--- config.mk ---
export PLATFORM = sky130hd
export DESIGN_NAME = policy_sorted_request_queue_unit
export DESIGN_NICKNAME = d
export VERILOG_FILES = /design/src/hw/rtl/psrq_pkg.sv /design/src/hw/rtl/psrq_ctrl.sv /design/src/hw/rtl/psrq_dp.sv /design/src/hw/rtl/policy_sorted_request_queue_unit.sv
export SDC_FILE = /design/constraint.sdc
export NUM_CORES = 1
export LEC_CHECK = 0
export BUFFER_PORTS_ARGS = -buffer_cell sky130_fd_sc_hd__buf_4
export CAP_MARGIN = 5
export CORE_MARGIN = 4
export CORE_UTILIZATION = 55
export CTS_CLUSTER_SIZE = 14
export DETAILED_ROUTE_END_ITERATION = 10
export GPL_TIMING_DRIVEN = 0
export PLACE_DENSITY_LB_ADDON = 0.3
export SYNTH_ARGS = -nofsm -noshare
export SYNTH_HDL_FRONTEND = slang
export SYNTH_SLANG_ARGS = --single-unit
--- constraint.sdc ---
create_clock -name clk_i -period 14.2 [get_ports clk_i]
set_clock_uncertainty 0.2 [all_clocks]
set_input_delay 2.13 -clock clk_i [delete_from_list [all_inputs] [get_ports clk_i]]
set_output_delay 2.13 -clock clk_i [all_outputs]
set_load 0.1 [all_outputs]
--- src/hw/rtl/psrq_pkg.sv ---
// Shared types and constants for the policy sorted request queue.
package psrq_pkg;

  localparam int unsigned HandleW = 16;
  localparam int unsigned KeyW    = 32;
  localparam int unsigned OccW    = 5;
  localparam int unsigned PolicyW = 2;

  localparam logic OpEnq = 1'b0;
  localparam logic OpDeq = 1'b1;

  localparam logic [PolicyW-1:0] PolicyFifo    = 2'd0;
  localparam logic [PolicyW-1:0] PolicyLargest = 2'd1;

  typedef enum logic [1:0] {
    StOk    = 2'd0,
    StFull  = 2'd1,
    StEmpty = 2'd2
  } status_e;

  typedef enum logic [2:0] {
    PtrHold = 3'd0,
    PtrZero = 3'd1,
    PtrFill = 3'd2,
    PtrInc  = 3'd3,
    PtrDec  = 3'd4
  } ptr_op_e;

  typedef enum logic [1:0] {
    RdZero  = 2'd0,
    RdPtr   = 2'd1,
    RdPtrM1 = 2'd2,
    RdPtrP1 = 2'd3
  } rd_sel_e;

  typedef enum logic {
    WrMove = 1'b0,
    WrNew  = 1'b1
  } wr_sel_e;

  typedef struct packed {
    logic    capture;
    ptr_op_e ptr_op;
    logic    pos_ld;
    logic    rd_en;
    rd_sel_e rd_sel;
    logic    wr_en;
    wr_sel_e wr_sel;
    logic    fill_inc;
    logic    fill_dec;
    logic    head_ld;
  } psrq_cmd_t;

  typedef struct packed {
    logic full;
    logic empty;
    logic fifo;
    logic at_fill;
    logic at_pos;
    logic at_last;
    logic hit;
  } psrq_stat_t;

endpackage

--- src/hw/rtl/psrq_ctrl.sv ---
// Controller state machine: sequences scan, shift, insert and pop steps.
module psrq_ctrl (
  input  logic                 clk_i,
  input  logic                 rst_ni,
  input  logic                 start,
  input  logic                 opcode_i,
  input  psrq_pkg::psrq_stat_t stat_i,
  output psrq_pkg::psrq_cmd_t  cmd_o,
  output logic                 busy,
  output logic                 done_o
);

  typedef enum logic [9:0] {
    SIdle    = 10'b0000000001,
    SScanRd  = 10'b0000000010,
    SScanChk = 10'b0000000100,
    SShiftRd = 10'b0000001000,
    SShiftWr = 10'b0000010000,
    SPut     = 10'b0000100000,
    SPopHead = 10'b0001000000,
    SPopRd   = 10'b0010000000,
    SPopWr   = 10'b0100000000,
    SDone    = 10'b1000000000
  } state_e;

  state_e state_q, state_d;

  always_ff @(posedge clk_i or negedge rst_ni) begin
    if (!rst_ni) begin
      state_q <= SIdle;
    end else begin
      state_q <= state_d;
    end
  end

  always_comb begin
    state_d  = state_q;
    cmd_o    = '0;
    cmd_o.ptr_op = psrq_pkg::PtrHold;
    cmd_o.rd_sel = psrq_pkg::RdZero;
    cmd_o.wr_sel = psrq_pkg::WrMove;
    unique case (state_q)
      SIdle: begin
        if (start) begin
          cmd_o.capture = 1'b1;
          if (opcode_i == psrq_pkg::OpEnq) begin
            if (stat_i.full) begin
              state_d = SDone;
            end else begin
              // arrival order: start the scan already at the tail
              cmd_o.ptr_op = stat_i.fifo ? psrq_pkg::PtrFill : psrq_pkg::PtrZero;
              state_d      = SScanRd;
            end
          end else begin
            if (stat_i.empty) begin
              state_d = SDone;
            end else begin
              cmd_o.rd_en  = 1'b1;
              cmd_o.rd_sel = psrq_pkg::RdZero;
              state_d      = SPopHead;
            end
          end
        end
      end
      SScanRd: begin
        if (stat_i.at_fill) begin
          cmd_o.pos_ld = 1'b1;
          state_d      = SShiftRd;
        end else begin
          cmd_o.rd_en  = 1'b1;
          cmd_o.rd_sel = psrq_pkg::RdPtr;
          state_d      = SScanChk;
        end
      end
      SScanChk: begin
        if (stat_i.hit) begin
          cmd_o.pos_ld = 1'b1;
          cmd_o.ptr_op = psrq_pkg::PtrFill;
          state_d      = SShiftRd;
        end else begin
          cmd_o.ptr_op = psrq_pkg::PtrInc;
          state_d      = SScanRd;
        end
      end
      SShiftRd: begin
        if (stat_i.at_pos) begin
          state_d = SPut;
        end else begin
          cmd_o.rd_en  = 1'b1;
          cmd_o.rd_sel = psrq_pkg::RdPtrM1;
          state_d      = SShiftWr;
        end
      end
      SShiftWr: begin
        cmd_o.wr_en  = 1'b1;
        cmd_o.wr_sel = psrq_pkg::WrMove;
        cmd_o.ptr_op = psrq_pkg::PtrDec;
        state_d      = SShiftRd;
      end
      SPut: begin
        cmd_o.wr_en    = 1'b1;
        cmd_o.wr_sel   = psrq_pkg::WrNew;
        cmd_o.fill_inc = 1'b1;
        state_d        = SDone;
      end
      SPopHead: begin
        cmd_o.head_ld = 1'b1;
        cmd_o.ptr_op  = psrq_pkg::PtrZero;
        state_d       = SPopRd;
      end
      SPopRd: begin
        if (stat_i.at_last) begin
          cmd_o.fill_dec = 1'b1;
          state_d        = SDone;
        end else begin
          cmd_o.rd_en  = 1'b1;
          cmd_o.rd_sel = psrq_pkg::RdPtrP1;
          state_d      = SPopWr;
        end
      end
      SPopWr: begin
        cmd_o.wr_en  = 1'b1;
        cmd_o.wr_sel = psrq_pkg::WrMove;
        cmd_o.ptr_op = psrq_pkg::PtrInc;
        state_d      = SPopRd;
      end
      SDone: begin
        state_d = SIdle;
      end
      default: begin
        state_d = SIdle;
      end
    endcase
  end

  assign busy   = (state_q != SIdle);
  assign done_o = (state_q == SDone);

endmodule

--- src/hw/rtl/psrq_dp.sv ---
// Datapath: slot memory, pointers, fill count, policy register and result registers.
module psrq_dp #(
  parameter int unsigned DEPTH = 16
) (
  input  logic                                 clk_i,
  input  logic                                 rst_ni,
  input  psrq_pkg::psrq_cmd_t                  cmd_i,
  output psrq_pkg::psrq_stat_t                 stat_o,
  input  logic                                 opcode_i,
  input  logic [psrq_pkg::HandleW-1:0]         handle_i,
  input  logic [psrq_pkg::KeyW-1:0]            sort_key_i,
  input  logic                                 cfg_wr_i,
  input  logic [psrq_pkg::PolicyW-1:0]         cfg_data_i,
  output logic [1:0]                           status_o,
  output logic [psrq_pkg::HandleW-1:0]         head_handle_o,
  output logic [psrq_pkg::KeyW-1:0]            head_key_o,
  output logic [psrq_pkg::OccW-1:0]            occupancy_o
);

  localparam int unsigned CW   = $clog2(DEPTH + 1);
  localparam int unsigned AW   = $clog2(DEPTH);
  localparam int unsigned EntW = psrq_pkg::HandleW + psrq_pkg::KeyW;

  logic [EntW-1:0] mem_q [DEPTH];
  logic [EntW-1:0] rdata_q;

  logic [CW-1:0] ptr_q, ptr_d;
  logic [CW-1:0] pos_q;
  logic [CW-1:0] fill_q;
  logic [psrq_pkg::PolicyW-1:0] policy_q;

  logic [psrq_pkg::HandleW-1:0] handle_q;
  logic [psrq_pkg::KeyW-1:0]    key_q;
  psrq_pkg::status_e            status_q;
  logic [psrq_pkg::HandleW-1:0] head_handle_q;
  logic [psrq_pkg::KeyW-1:0]    head_key_q;

  logic [AW-1:0]           rd_addr;
  logic [AW-1:0]           wr_addr;
  logic [EntW-1:0]         wr_data;
  logic [psrq_pkg::KeyW-1:0] stored_key;
  psrq_pkg::status_e       status_new;

  always_comb begin
    case (cmd_i.rd_sel)
      psrq_pkg::RdZero:  rd_addr = '0;
      psrq_pkg::RdPtr:   rd_addr = ptr_q[AW-1:0];
      psrq_pkg::RdPtrM1: rd_addr = AW'(ptr_q - CW'(1));
      psrq_pkg::RdPtrP1: rd_addr = AW'(ptr_q + CW'(1));
      default:           rd_addr = '0;
    endcase
  end

  assign wr_addr = (cmd_i.wr_sel == psrq_pkg::WrNew) ? pos_q[AW-1:0] : ptr_q[AW-1:0];
  assign wr_data = (cmd_i.wr_sel == psrq_pkg::WrNew) ? {handle_q, key_q} : rdata_q;

  always_ff @(posedge clk_i) begin
    if (cmd_i.wr_en) begin
      mem_q[wr_addr] <= wr_data;
    end
    if (cmd_i.rd_en) begin
      rdata_q <= mem_q[rd_addr];
    end
  end

  always_comb begin
    case (cmd_i.ptr_op)
      psrq_pkg::PtrZero: ptr_d = '0;
      psrq_pkg::PtrFill: ptr_d = fill_q;
      psrq_pkg::PtrInc:  ptr_d = ptr_q + CW'(1);
      psrq_pkg::PtrDec:  ptr_d = ptr_q - CW'(1);
      default:           ptr_d = ptr_q;
    endcase
  end

  always_comb begin
    status_new = psrq_pkg::StOk;
    if (opcode_i == psrq_pkg::OpEnq && stat_o.full) begin
      status_new = psrq_pkg::StFull;
    end else if (opcode_i == psrq_pkg::OpDeq && stat_o.empty) begin
      status_new = psrq_pkg::StEmpty;
    end
  end

  always_ff @(posedge clk_i or negedge rst_ni) begin
    if (!rst_ni) begin
      ptr_q    <= '0;
      pos_q    <= '0;
      fill_q   <= '0;
      policy_q <= psrq_pkg::PolicyFifo;
    end else begin
      ptr_q <= ptr_d;
      if (cmd_i.pos_ld) begin
        pos_q <= ptr_q;
      end
      if (cmd_i.fill_inc) begin
        fill_q <= fill_q + CW'(1);
      end else if (cmd_i.fill_dec) begin
        fill_q <= fill_q - CW'(1);
      end
      if (cfg_wr_i) begin
        policy_q <= cfg_data_i;
      end
    end
  end

  // latch the beat and clear the head fields; a pop overwrites them later
  always_ff @(posedge clk_i) begin
    if (cmd_i.capture) begin
      handle_q      <= handle_i;
      key_q         <= sort_key_i;
      status_q      <= status_new;
      head_handle_q <= '0;
      head_key_q    <= '0;
    end else if (cmd_i.head_ld) begin
      {head_handle_q, head_key_q} <= rdata_q;
    end
  end

  assign stored_key = rdata_q[psrq_pkg::KeyW-1:0];

  assign stat_o.full    = (fill_q == CW'(DEPTH));
  assign stat_o.empty   = (fill_q == '0);
  assign stat_o.fifo    = (policy_q == psrq_pkg::PolicyFifo);
  assign stat_o.at_fill = (ptr_q == fill_q);
  assign stat_o.at_pos  = (ptr_q == pos_q);
  assign stat_o.at_last = ((ptr_q + CW'(1)) == fill_q);
  // larger-first stops at a smaller stored key, otherwise at a larger one
  assign stat_o.hit     = (policy_q == psrq_pkg::PolicyLargest) ? (key_q > stored_key)
                                                                : (stored_key > key_q);

  assign status_o      = status_q;
  assign head_handle_o = head_handle_q;
  assign head_key_o    = head_key_q;
  assign occupancy_o   = psrq_pkg::OccW'(fill_q);

endmodule

--- src/hw/rtl/policy_sorted_request_queue_unit.sv ---
// Top level of the policy sorted request queue.
// A refused beat goes straight to done_o; a dequeue moves each remaining item up one slot;
// an enqueue reads slots until one stops the scan or the scan reaches the tail, then moves
// the later items down one slot and writes the new one (in arrival order no slot is read).
// One beat in flight, the next accepted after done_o drops.
// Results cannot be stalled; reset clears the fill count, the policy (arrival order) and
// the controller, not the slot memory.
module policy_sorted_request_queue_unit #(
  parameter int unsigned DEPTH = 16
) (
  input  logic                                 clk_i,
  input  logic                                 rst_ni,
  input  logic                                 start,
  output logic                                 busy,
  input  logic                                 opcode_i,
  input  logic [psrq_pkg::HandleW-1:0]         handle_i,
  input  logic [psrq_pkg::KeyW-1:0]            sort_key_i,
  output logic                                 done_o,
  output logic [1:0]                           status_o,
  output logic [psrq_pkg::HandleW-1:0]         head_handle_o,
  output logic [psrq_pkg::KeyW-1:0]            head_key_o,
  output logic [psrq_pkg::OccW-1:0]            occupancy_o,
  input  logic                                 cfg_valid_i,
  output logic                                 cfg_ready_o,
  input  logic [psrq_pkg::PolicyW-1:0]         cfg_data_i
);

  psrq_pkg::psrq_cmd_t  cmd;
  psrq_pkg::psrq_stat_t stat;

  assign cfg_ready_o = 1'b1;

  psrq_ctrl u_ctrl (
    .clk_i    (clk_i),
    .rst_ni   (rst_ni),
    .start    (start),
    .opcode_i (opcode_i),
    .stat_i   (stat),
    .cmd_o    (cmd),
    .busy     (busy),
    .done_o   (done_o)
  );

  psrq_dp #(
    .DEPTH (DEPTH)
  ) u_dp (
    .clk_i         (clk_i),
    .rst_ni        (rst_ni),
    .cmd_i         (cmd),
    .stat_o        (stat),
    .opcode_i      (opcode_i),
    .handle_i      (handle_i),
    .sort_key_i    (sort_key_i),
    .cfg_wr_i      (cfg_valid_i & cfg_ready_o),
    .cfg_data_i    (cfg_data_i),
    .status_o      (status_o),
    .head_handle_o (head_handle_o),
    .head_key_o    (head_key_o),
    .occupancy_o   (occupancy_o)
  );

endmodule

# After elaboration in Yosys (flattened, before gate mapping)
# Memory sizes are Yosys's and may differ from the RTL's. A register that Yosys moved wholly into a read port is not among the register bits.
# Index checks and enable logic that the tools add are counted.
classes:
  add_sub_neg: 4
  magnitude_cmp: 2
  eq_ne: 24
  muxes: 41
  bitwise: 1
  reduce_logical: 9
ops:
  columns: ["cell", "count"]
  rows:
  - ["one-hot mux 10 bit (8 select lines)", 1]
  - ["> comparator 32 bit", 2]
  - ["two-way mux 10 bit", 5]
  - ["two-way mux 48 bit", 1]
  - ["two-way mux 3 bit", 8]
  - ["one-hot mux 5 bit (4 select lines)", 1]
  - ["two-way mux 4 bit", 4]
  - ["one-hot mux 4 bit (4 select lines)", 1]
  - ["== test 5 bit", 3]
  - ["one-hot mux 3 bit (5 select lines)", 1]
  - ["one-hot mux 3 bit (4 select lines)", 1]
  - ["two-way mux 1 bit", 11]
  - ["adder 5 x 1 -> 5 bit, second input constant", 2]
  - ["== test 10 x 1 -> 1 bit, second input constant", 1]
  - ["== test 10 bit, second input constant", 1]
  - ["== test 10 x 2 -> 1 bit, second input constant", 1]
  - ["== test 10 x 3 -> 1 bit, second input constant", 1]
  - ["== test 10 x 4 -> 1 bit, second input constant", 1]
  - ["== test 10 x 5 -> 1 bit, second input constant", 1]
  - ["== test 10 x 6 -> 1 bit, second input constant", 1]
  - ["== test 10 x 7 -> 1 bit, second input constant", 1]
  - ["== test 10 x 8 -> 1 bit, second input constant", 1]
  - ["== test 10 x 9 -> 1 bit, second input constant", 1]
  - ["two-way mux 5 bit", 2]
  - ["20 further kinds", 28]
word_totals:
  reg_bits: 125
  mem_bits_rw: 768
  wordCells: 92
  memories: 1
memory_table:
  columns: ["name", "words", "word_bits", "rd", "rd_clocked_by_memory_dff", "write_ports", "line_no", "rtl"]
  rows:
  - ["u_dp.mem_q", 16, 48, 1, 1, 1, "psrq_dp.sv:24", "logic [EntW-1:0] mem_q [DEPTH];"]

# Longest topological paths before layout
logic_depth:
  word_depth: 8
  mapped_depth: 15
  depth_no_buf: 10

# Modules after synthesis
# Synthesis repeated with hierarchy kept, for this count alone.
unflattened:
  cells_unflattened: 1880
  hier_area_um2: 37120.6
by_module_without_submodules:
  columns: ["module", "n_inst", "cells_per_inst", "area_per_inst_um2"]
  rows:
  - ["psrq_dp", 1, 1796, 36376.1]
  - ["psrq_ctrl", 1, 82, 733.2]
  - ["policy_sorted_request_queue_unit", 1, 2, 11.3]

# Worst setup path after synthesis
# Ideal clock, no wire load.
synth_timing:
  kind: "reg-to-output"
  startpoint: "register u_ctrl.state_q[6]"
  endpoint: "output done_o"
  t_arrival_ns: 4.308
  t_required_ns: 11.870
  setup_slack_ns: 7.562
  path_stages_with_launch: 4
  n_path_buf: 1
  path_cell_list: "dfrtp_1 -> clkbuf_1 -> or4_1 -> nor4b_1"
synth_between:
  elab_chain_cells: 1
synth_lines:
  columns: ["item", "line_no", "rtl"]
  rows:
  - ["from (decl)", "psrq_ctrl.sv:26", "state_e state_q, state_d;"]
  - ["from (signal assigned)", "psrq_ctrl.sv:30", "state_q <= SIdle;"]
  - ["from (signal assigned)", "psrq_ctrl.sv:32", "state_q <= state_d;"]
  - ["== test 10 bit", "psrq_ctrl.sv:137", "assign done_o = (state_q == SDone);"]
  - ["to (decl)", "policy_sorted_request_queue_unit.sv:18", "output logic done_o,"]
# Every way passes these cells.

# Worst setup path in the final report
layout_timing:
  startpoint: "register u_dp.ptr_q[0]"
  endpoint: "register u_dp.rdata_q[25] (read register of u_dp.mem_q) (data pin)"
layout_between:
  elab_chain_cells: 6
  word_cells_on_any_way: 14
  cone_classes: "2 x add/sub; 6 x eq/ne; 5 x mux; 1 x reduce/logical"
layout_lines:
  columns: ["item", "line_no", "rtl"]
  rows:
  - ["from (decl)", "psrq_dp.sv:27", "logic [CW-1:0] ptr_q, ptr_d;"]
  - ["from (signal assigned)", "psrq_dp.sv:92", "ptr_q <= ptr_d;"]
  - ["adder 5 x 1 -> 5 bit", "psrq_dp.sv:49", "psrq_pkg::RdPtrP1: rd_addr = AW'(ptr_q + CW'(1));"]
  - ["== test 5 bit", "psrq_dp.sv:127", "assign stat_o.at_last = ((ptr_q + CW'(1)) == fill_q);"]
  - ["two-way mux 3 bit", "psrq_ctrl.sv:112", "if (stat_i.at_last) begin"]
  - ["one-hot mux 3 bit (4 select lines)", "psrq_ctrl.sv:42", "unique case (state_q)"]
  - ["== test 2 bit, or another cell as far along", "psrq_dp.sv:45", "case (cmd_i.rd_sel)"]
  - ["one-hot mux 4 bit (4 select lines)", "psrq_dp.sv:45", null]
  - ["to (decl)", "psrq_dp.sv:25", "logic [EntW-1:0] rdata_q;"]
# Several ways; a longest one is shown, not always the timed one.
# A chain may end at the register's enable or synchronous reset.

==> run summary <==
Hold crit path type - flip-flop to flip-flop
Drt drc - 0
Crit. End Element - flip-flop
Initial antenna violation count - 1
Hold Buf Count CTS - 0
Synth Area in Compound Gates - 0.0573
Later-pin clock latency in the skew report - 0.66 ns
Root Buffer - clkbuf_16
CTS Buf Count - 95
Reg-to-Reg Start - u_dp.ptr_q[0]
Max Clock Freq - 185 MHz
Initial core utilization - 0.558
DR vias/cell - 6.23
PnR worst setup slack - 8.80 ns
Worst slack, placed - 9.03 ns
Core Region - 68,900 um^2
Syn nets - 2,663
Routed via count - 23,900
Die width - 272 um
Least-Margin Pin Slew - 1.36 ns
H-tree Lvls - 3
FF+latch count, synth - 941
XOR/XNOR Fraction of Synth Area - 0.00514
Fillcell total - 4,763
Crit-path leading delay family - buffers and inverters
First-pass GRT wire length - 150,000 um
Number of global-route vias before repair - 23,900
Mapped Avg Cell Area - 15.0 um^2
WP buf/inv - 5
Clock tree buffer depth - 3
Crit Path Max Fanout - 10
CTS tree - done
Status - finished clean
Area growth syn-to-layout - 16.1%
Fraction of layout cells with a size suffix above 1 - 0.145
Chip height - 272 um
Reg area - 27,600 um^2
Worst path cell trace - buf_2 -> inv_1 -> ha_1 -> clkbuf_1 -> xnor2_1 -> o211ai_1 -> o41ai_2 -> nand3_1 -> nand2_1 -> buf_2 -> clkbuf_1 -> nand2_1 -> a32o_1 -> a211o_1
Yosys top cell by area - edfxtp_1
Final Max Slew Viols - 0
YS warnings - 0
Routed Antenna Nets - 0
Required @ worst endpoint - 14.39 ns
Setup bufs post-CTS - 0
Yosys cell types - 66
# clock sinks - 941
Multi-input gate area - 10,000 um^2
Slew headroom - 0.0813
Final Cycle Share - 0.380
Detailed Route Iter0 Violations - 2,923
Synthesized cell area - 38,500 um^2
Synth area leaders - edfxtp_1 (68%), mux2i_1 (10%), nand2_1 (3.8%)
Hpwl dp - 67,500 um
Power Dens Cells - 178 nW/um^2
Lkg Pwr - 15.6 nW
Critical path's slowest cell - o41ai_2
Total GRT Usage - 0.272
Arr. time, crit path - 5.58 ns
Mux cell area share after synthesis - 0.105
Min Tclk post-route - 5.40 ns
DR pass1 iterations - 6
Setup crit start - u_dp.ptr_q[0]
Hold Startpoint - u_dp.head_key_o[21]
Peak supply drop - 133 uV
Worst path max stage delay - 0.64 ns
Synthesized instance count - 2,570
Full die area - 74,200 um^2
Remaining Overflow, GRT - 0
Final setup TNS - 0 ns
# resized after CTS - 0
Largest net degree at the start of global routing - 54
Critical path launch point type - flip-flop
RSZ-0062 raised after global routing - no
Routability cong. - 0.905
Post-synth ARST share - 0.0287
NumNets Final - 2,916
Worst hold margin - 0.256 ns
CTS clk-pin slew, worst paths - 0.06 ns
Row cnt - 96
Final setup viols - 0
Top FF cell, synth - edfxtp_1
Post-synth EDFFs - 866
Antenna Cells - 0
Fin util - 0.648
Simple-Gate Fraction of Synth Area - 0.0782
Share of the synthesized area in the top cell type - 0.676
Largest family of logic cells by synthesized area - multiplexers
WS Path Type - flip-flop to flip-flop
Final WL - 103,000 um
Ports - 113
Sequential area share after synthesis - 0.719
Port Buffers - 111
Final hold violations - 0
Drt wl/cell - 26.8 um
Max-cap violations - 0
Post-synthesis adder-cell area fraction - 0.0126
[cell usage after synthesis (10+ instances only)]
| library cell | instances |
|---|---|
| inv_1 | 46 |
| a21oi_1 | 72 |
| xnor2_1 | 17 |
| and3_1 | 54 |
| dfxtp_1 | 48 |
| buf_1 | 15 |
| mux2i_1 | 389 |
| a211o_1 | 51 |
| o211ai_1 | 53 |
| nor3_1 | 10 |
| nand2_1 | 391 |
| buf_2 | 68 |
| nor3b_1 | 12 |
| edfxtp_1 | 866 |
| o21ai_0 | 49 |
| ha_1 | 37 |
| nor2_1 | 30 |
| a32o_1 | 48 |
| dfrtp_1 | 26 |
| nand3_1 | 108 |
| clkbuf_1 | 66 |
[metrics by stage]
step | total power, mW | instances | cell area, um^2
floorplan | 4.72 | 2570 | 38500
global placement | 5.30 | 3612 | 40500
detailed placement | 5.38 | 3655 | 41400
CTS | 7.95 | 3833 | 44600
global route | 8.22 | 3835 | 44600
finish | 7.96 | 3835 | 44600
[cells in the final DEF, fill, tap and decap left out, drive strengths merged, types with 17 or more instances in the layout]
cell	n
edfxtp	866
nand2	391
mux2i	389
buf	247
clkbuf	191
nand3	108
a21oi	72
and3	54
o211ai	53
o21ai	52
a211o	51
inv	50
a32o	48
dfxtp	48
ha	37
clkinv	35
nor2	30
dfrtp	26
xnor2	17
[per-layer routing]
metal / track usage / part of all wire / vias up
li1: - / - / 10300
met1: 0.359 / 0.38 / 11900
met2: 0.441 / 0.47 / 1429
met3: 0.0664 / 0.11 / 266
met4: 0.108 / 0.037 / 0
met5: 0 / 0 / -
[power by group]
group	switching, mW	internal (mW)	total [mW]
registers	0.111	3.37	3.48
clock network	1.05	1.54	2.59
logic	1.37	0.528	1.90
[kinds of logic (layout without fill, tap and decap cells)]
kind of cell               count (synthesis)  in the layout
xor gates and xnor gates                  21             21
adders and majority gates                 38             38
AOI/OAI and AO/OA                        307            307
DFF                                      941            941
and+or+nand+nor                          659            659
muxes                                    400            400
buffers and inverters                    203            537
other                                      1              1
[tightest hold or removal path, delay by kind of cell, from the launching register on]
kind,cells,cell delay [ns]
AO/OA/AOI/OAI,1,0.05
flip-flops,1,0.31
AND/OR/NAND/NOR,1,0.05
[worst paths after layout]
kind / endpoint / slack (ns) / cells past startpoint
max: u_dp.rdata_q[25] / 8.80 / 14
max in group asynchronous: u_ctrl.state_q[0] / 12.27 / 1
min in group asynchronous: u_dp.occupancy_o[4] / 1.20 / 1
min reg2reg: u_dp.head_key_o[21] / 0.26 / 2
max reg2reg: u_dp.rdata_q[25] / 8.80 / 14
min: u_dp.head_key_o[21] / 0.26 / 2
[area by class of cell]
| type | count | share of cell area |
|---|---|---|
| Inverter | 46 | 0.00387 |
| Timing Repair Buffer | 156 | 0.0366 |
| Tap cell | 931 | 0.0261 |
| Sequential cell | 941 | 0.619 |
| Clock buffer | 125 | 0.0585 |
| Clock inverter | 53 | 0.0145 |
| Buffer | 157 | 0.0164 |
| Multi-Input combinational cell | 1426 | 0.225 |
[sequential cells by signal (all words and copies together), names as in the netlist]
register	flops
u_ctrl.state_q	10
u_dp.handle_q	16
u_dp.head_handle_o	16
u_dp.head_key_o	32
u_dp.key_q	32
u_dp.mem_q	768
u_dp.occupancy_o	5
u_dp.policy_q	2
u_dp.pos_q	5
u_dp.ptr_q	5
u_dp.rdata_q	48
u_dp.status_o	2
No activity file was read; power rests on OpenSTA's default activity.
